--- config.mk ---
export PLATFORM = sky130hd
export DESIGN_NAME = ppc_controller
export DESIGN_NICKNAME = d
export VERILOG_FILES = /design/src/rtl/core/ppc_pkg.sv /design/src/rtl/core/ppc_controller.sv
export SDC_FILE = /design/constraint.sdc
export NUM_CORES = 1
export LEC_CHECK = 0
export ABC_CLOCK_PERIOD_IN_PS = 2600
export BUFFER_PORTS_ARGS = -buffer_cell sky130_fd_sc_hd__buf_2
export CAP_MARGIN = 10
export CORE_AREA = 5 5 42 44
export DETAILED_ROUTE_END_ITERATION = 10
export DIE_AREA = 0 0 47 49
export PLACE_DENSITY = 0.58
export SETUP_SLACK_MARGIN = 0.5
export SLEW_MARGIN = 0
export SYNTH_ARGS = -nofsm -noshare
export SYNTH_HDL_FRONTEND = slang
export SYNTH_SLANG_ARGS = --single-unit
--- constraint.sdc ---
create_clock -name i_clk -period 2.6 [get_ports i_clk]
set_clock_uncertainty 0.2 [all_clocks]
set_input_delay 0.13 -clock i_clk [delete_from_list [all_inputs] [get_ports i_clk]]
set_output_delay 0.13 -clock i_clk [all_outputs]
set_load 0.005 [all_outputs]
--- src/rtl/core/ppc_pkg.sv ---
// Package for the polygon point containment block.
// Holds the item codes, result status codes and the controller/datapath command and status types.
// No dependencies.
package ppc_pkg;

    localparam logic [1:0] OP_APPEND    = 2'd0;
    localparam logic [1:0] OP_QUERY     = 2'd1;
    localparam int         OP_CLEAR_BIT = 1;

    localparam int COUNT_OUT_BITS = 7;
    localparam int MIN_VERTICES   = 3;

    typedef enum logic [2:0] {
        ST_APPENDED  = 3'd0,
        ST_DUPLICATE = 3'd1,
        ST_FULL      = 3'd2,
        ST_ANSWERED  = 3'd3,
        ST_TOO_FEW   = 3'd4,
        ST_CLEARED   = 3'd5
    } t_status;

    typedef struct packed {
        logic load;
        logic walk_start;
        logic walk_step;
        logic commit;
    } t_dp_cmd;

    typedef struct packed {
        logic walk_needed;
        logic walk_last;
        logic pipe_empty;
        logic out_free;
    } t_dp_sts;

endpackage

--- src/rtl/core/ppc_controller.sv ---
// Sequencing state machine for the polygon point containment block.
// Issues commands to ppc_datapath and reacts to its status; uses ppc_pkg.
module ppc_controller (
    input  logic              i_clk,
    input  logic              i_rst_n,
    input  logic              i_item_valid,
    output logic              o_item_ready,
    input  ppc_pkg::t_dp_sts  i_sts,
    output ppc_pkg::t_dp_cmd  o_cmd
);

    typedef enum logic [4:0] {
        S_IDLE  = 5'b00001,
        S_EXEC  = 5'b00010,
        S_WALK  = 5'b00100,
        S_DRAIN = 5'b01000,
        S_DONE  = 5'b10000
    } t_state;

    t_state r_state;
    t_state n_state;

    always_comb begin
        n_state      = r_state;
        o_cmd        = '0;
        o_item_ready = 1'b0;
        case (r_state)
            S_IDLE: begin
                o_item_ready = 1'b1;
                if (i_item_valid) begin
                    o_cmd.load = 1'b1;
                    n_state    = S_EXEC;
                end
            end
            S_EXEC: begin
                if (i_sts.walk_needed) begin
                    o_cmd.walk_start = 1'b1;
                    n_state          = S_WALK;
                end else begin
                    n_state = S_DONE;
                end
            end
            S_WALK: begin
                o_cmd.walk_step = 1'b1;
                if (i_sts.walk_last) begin
                    n_state = S_DRAIN;
                end
            end
            S_DRAIN: begin
                if (i_sts.pipe_empty) begin
                    n_state = S_DONE;
                end
            end
            S_DONE: begin
                if (i_sts.out_free) begin
                    o_cmd.commit = 1'b1;
                    n_state      = S_IDLE;
                end
            end
            default: begin
                n_state = S_IDLE;
            end
        endcase
    end

    always_ff @(posedge i_clk) begin
        if (!i_rst_n) begin
            r_state <= S_IDLE;
        end else begin
            r_state <= n_state;
        end
    end

endmodule

* After elaboration in Yosys (flattened, before gate mapping)
Index checks and enable logic that the tools add are counted.
** Word-level totals
- Register bits after elaboration :: 5
- Input port bits :: 7
** Cells by class
- Eq/ne operators :: 9
- Multiplexer cells :: 14
- Reduce and logical (&&, ||, !) cells :: 1
** Operator list (count)
- 5-bit 2-to-1 mux :: 5
- 5-bit one-hot mux with 5 select lines :: 1
- 1-bit 2-to-1 mux :: 8
- 2-bit inequality test, second input constant :: 4
- 5-bit by 1-bit equality test with 1-bit output, second input constant :: 1
- 5-bit by 2-bit equality test with 1-bit output, second input constant :: 1
- 5-bit by 3-bit equality test with 1-bit output, second input constant :: 1
- 5-bit by 4-bit equality test with 1-bit output, second input constant :: 1
- 5-bit equality test, second input constant :: 1
- 4-bit AND reduction :: 1

* Longest topological paths before layout
- Depth in word-level cells :: 3
- Gate-level depth with buffers :: 5
- Gate-level depth less buffers :: 4

* Least setup slack after synthesis
Ideal clock, no wire load.
- Path kind :: flip-flop to flip-flop
- Start :: register r_state[3]
- End :: register r_state[4]
- Setup time :: 0.127 ns
- Arrival time :: 1.080 ns
- Slack :: 1.193 ns
- Cell stages (with the launch flop) :: 5
- Clock period less this slack :: 1.407 ns
- Cell sequence :: dfxtp_1 > buf_6 > or2_4 > o41ai_4 > o31ai_1
** Between the ends
- Word-level cells in the longest chain between the ends :: 3
** RTL lines
- start, declared :: line ppc_controller.sv:20 : t_state r_state;
- start signal, assigned :: line ppc_controller.sv:70 : r_state <= n_state;
- 5-bit by 3-bit equality test with 1-bit output, or another cell as far along :: line ppc_controller.sv:27 : case (r_state)
- 2-bit inequality test (no line)
- 4-bit AND reduction (no line)
Several ways; a longest one is shown, not always the timed one.
A chain may end at the register's enable or synchronous reset.

* Worst setup path in the final report
- Start :: register r_state[3]
- End :: register r_state[3]
Same word-level chain as after synthesis.

==> reports/metrics.csv <==
stage,metric,value,unit
logic_synthesis,leading cell type by number of instances after synthesis,sky130_fd_sc_hd__dfxtp_1,
logic_synthesis,Synth async-reset ratio,0,%
sta,total setup violations reported at the end of the flow,0,
placement,Post-DP Area,417,sq um
routing,detailed-route via count,362,
setup_path,capturing element type of the critical path,register,
sta,hold_ws,0.00869,ns
setup_path,cell with the biggest individual delay on the critical path,sky130_fd_sc_hd__dlygate4sd3_1,
sta,setup TNS,0,ns
global_route,overall track demand over capacity in global routing,8.09,%
cells_and_area,Sequential Area,103,sq um
routing,via count normalized by instance count,4.89,
run_status,outcome,finished clean,
clock_network,Root Buffer Master,sky130_fd_sc_hd__clkbuf_4,
placement,detailed placement HPWL,614,um
setup_path,required time at the endpoint of the critical path,2.52,ns
setup_path,Setup CP Type,register to register,
routing,post-route antenna net violation count,0,
logic_synthesis,top post-synthesis cells by count,"sky130_fd_sc_hd__dfxtp_1 (5), sky130_fd_sc_hd__nand3_1 (3), sky130_fd_sc_hd__nor2_1 (3), sky130_fd_sc_hd__nor3b_1 (3)",
cells_and_area,largest reg by FF count,r_state,
routing,starting DRC count in detailed routing,3,
cells_and_area,area added between synthesis and finish,36.7,%
floorplanning,Total Die Area,2300,sq um
power,clock share of power,40.3,%
logic_synthesis,Syn Nets,48,
cells_and_area,multi-input gate area in the final layout,238,sq um
cells_and_area,design area,489,sq um
cells_and_area,Inserted Diodes,0,
flow_run,max-capacitance violation count,0,
logic_synthesis,top cell type by total area after synthesis,sky130_fd_sc_hd__dfxtp_1,
power,relative contribution of sequential cells to total power,39.2,%
logic_synthesis,"Primary FF master, synth",sky130_fd_sc_hd__dfxtp_1,
sta,time the worst path needs with I/O delays and setup,1.96,ns
cells_and_area,Final Core Density,34.9,%
setup_path,kind of launch point of the worst setup path,register,
floorplanning,Core Footprint,1400,sq um
routing,DRC violations left,0,
cells_and_area,Largest register FFs,5,
setup_path,WP data arrival,1.88,ns
power,Power Internal,163,uW
clock_network,register clock-pin slew on the reported worst setup and hold paths,0.05,ns
cells_and_area,largest registers in the final layout,r_state x5,
global_route,wire length of the first global-routing pass,1390,um
clock_network,clock tree from TritonCTS,yes,
floorplanning,number of placement rows,14,
clock_network,count of H-tree levels built during CTS,1,
logic_synthesis,share of Yosys cell area claimed by the top area cell type,28.0,%
global_route,number of antenna violations at the first check in global routing,0,
logic_synthesis,number of synthesis warnings,0,
sta,setup repair after global routing missed its margin,no,
clock_network,Max clock buf depth,2,
cells_and_area,final net count,66,
logic_synthesis,syn avg cell area,8.73,sq um
setup_path,series of cell instances along the critical path,or2_4 -> o41ai_4 -> o31ai_1 -> dlygate4sd3_1,
sta,achievable frequency,510,MHz
routing,number of iterations in the first detailed-routing pass,2,
setup_path,largest incremental delay on the critical path,0.56,ns
floorplanning,horizontal extent of the die,47,um
power,total power per unit cell area,453,nW/um^2
clock_network,CTS sink cnt,5,
logic_synthesis,dominant cells by area after synthesis,"sky130_fd_sc_hd__dfxtp_1 (28%), sky130_fd_sc_hd__o41ai_4 (7.7%), sky130_fd_sc_hd__nor3b_1 (6.3%), sky130_fd_sc_hd__nor3_2 (5.6%), sky130_fd_sc_hd__nand3_1 (4.2%)",
sta,Max-Slew Margin vs Limit,78.8,%
logic_synthesis,fraction of the yosys area taken by sequential cells,28.0,%
logic_synthesis,total of flip-flops plus latches after synthesis,5,
logic_synthesis,"Cell Area, Synth",358,sq um
floorplanning,initial core utilization,25.5,%
cells_and_area,layout cells sized above 1,39.7,%
sta,total count of max-transition violations in the final report,0,
routing,total wirelength of the detailed-routed design,804,um
logic_synthesis,number of flops mapped to enable cells by yosys,0,
placement,# port buffers,11,
placement,placer's final routability congestion estimate,0.743,
floorplanning,# IOs,12,
setup_path,crit-path max FO,9,
global_route,global route overflow,0,
clock_network,count of buffers added by post-CTS timing repair for setup,0,
power,net switching power of the design,59.0,uW
worst_hold_path,classification of the worst-slack hold path,input port to register,
floorplanning,Vert. Die Dim,49,um
logic_synthesis,synthesized instance count,41,
logic_synthesis,synth unique cells,27,
power,Switching Fraction,26.6,%
power,Combinational Power Share,20.5,%
sta,final period utilization,75.4,%
clock_network,source-to-sink clock delay at the later pin of the worst-skew pair,0.24,ns
global_route,maximum number of pins on one net before global-route repair,10,
global_route,via count of the first global-routing pass,346,
cells_and_area,Fillers,159,
sta,Tightest Pin Transition,0.317,ns
power,leakage power,0.000217,uW
clock_network,total clock buffers created by CTS,3,
routing,wire length per cell after detailed routing,10.9,um
power,Max rail drop VDD,0.000263,V
sta,"Hold Violations, Final",0,
-- power groups by stage --
stage,Combinational [uW],Clock [uW],Sequential [uW]
floorplan,28.1,0,86.5
finish,45.5,89.5,86.9
detailed placement,42.0,0,88.4
global route,50.5,97.5,87.9
CTS,45.7,92.8,87.0
global placement,42.1,0,88.1
-- per-stage QoR --
| step | total power, uW | setup WS (ns) | std cells |
|---|---|---|---|
| 2_1_floorplan | 115 | 1.19 | 41 |
| 3_3_place_gp | 130 | 1.12 | 66 |
| 3_5_place_dp | 130 | 1.12 | 66 |
| 5_1_grt | 236 | 0.557 | 74 |
| 4_1_cts | 225 | 0.600 | 74 |
| 6_report | 222 | 0.640 | 74 |
-- logic make-up after synthesis --
| family | after synthesis | synth area share, % |
|---|---|---|
| DFF | 5 | 28.0 |
| AOI/OAI and AO/OA | 11 | 26.2 |
| and+or+nand+nor | 21 | 39.2 |
| buffers and inverters | 4 | 6.64 |
-- what timing repair did --
item                                   4_1_cts  5_1_grt
hold buffers                                 4        0
endpoints found under the hold margin        3        0
setup endpoints to repair                    0        1
gates resized for setup                      0        3
-- worst max-delay path: cells and delay by family (launching register included) --
| family | cells | cell delay, ns |
|---|---|---|
| compound gates | 2 | 0.45 |
| buf+inv | 1 | 0.56 |
| simple gates | 1 | 0.28 |
| flops | 1 | 0.35 |
-- final timing paths --
check | cells past startpoint | slack [ns] | startpoint | endpoint
setup / recovery | 4 | 0.64 | r_state[3] | r_state[3]
hold / removal | 4 | 0.009 | i_sts[0] | r_state[4]
setup reg to reg | 4 | 0.64 | r_state[3] | r_state[3]
hold reg to reg | 2 | 0.44 | r_state[3] | r_state[0]
-- per-layer routing --
metal  vias to the layer above  GRT usage, %  share of wire [%]
met3                         2          2.58                5.2
met2                         7          12.4                 52
met4                         0          5.53                1.0
li1                        190             -                  -
met1                       163          8.97                 42
met5                         -             0                  0
-- layout make-up --
| class | count | share of cell area, % |
|---|---|---|
| clock buffers | 4 | 5.37 |
| flip-flops and latches | 5 | 21.0 |
| well taps | 16 | 4.09 |
| inverters | 2 | 1.53 |
| multi-input cells | 32 | 48.6 |
| repair buffers | 15 | 19.4 |
-- cells in the final DEF (no fill, tap or decap) --
master                          synthesis  routed
sky130_fd_sc_hd__buf_2                  1      11
sky130_fd_sc_hd__dlygate4sd3_1          0       4
sky130_fd_sc_hd__nor2_1                 3       3
sky130_fd_sc_hd__nand3_1                3       3
sky130_fd_sc_hd__nor3b_1                3       3
sky130_fd_sc_hd__clkbuf_4               0       3
sky130_fd_sc_hd__dfxtp_1                5       3
sky130_fd_sc_hd__nand2b_1               2       2
sky130_fd_sc_hd__nor3_2                 2       2
sky130_fd_sc_hd__o31ai_1                2       2
sky130_fd_sc_hd__dfxtp_2                0       2
sky130_fd_sc_hd__inv_1                  1       1
sky130_fd_sc_hd__or2_4                  1       1
sky130_fd_sc_hd__nand2_1                1       1
sky130_fd_sc_hd__nor4_2                 1       1
sky130_fd_sc_hd__and4b_1                1       1
sky130_fd_sc_hd__and2_1                 1       1
sky130_fd_sc_hd__o21a_1                 1       1
sky130_fd_sc_hd__and3_1                 1       1
sky130_fd_sc_hd__o21ai_1                2       1
sky130_fd_sc_hd__o21ai_2                0       1
sky130_fd_sc_hd__inv_2                  1       1
sky130_fd_sc_hd__a21o_1                 1       1
sky130_fd_sc_hd__a21oi_1                1       1
sky130_fd_sc_hd__a221oi_1               1       1
sky130_fd_sc_hd__o41ai_4                1       1
sky130_fd_sc_hd__o21bai_1               1       1
sky130_fd_sc_hd__nor2b_1                1       1
sky130_fd_sc_hd__nor3_1                 1       1
sky130_fd_sc_hd__o21ai_0                1       1
sky130_fd_sc_hd__clkbuf_1               0       1
No activity file was read; power rests on OpenSTA's default activity.
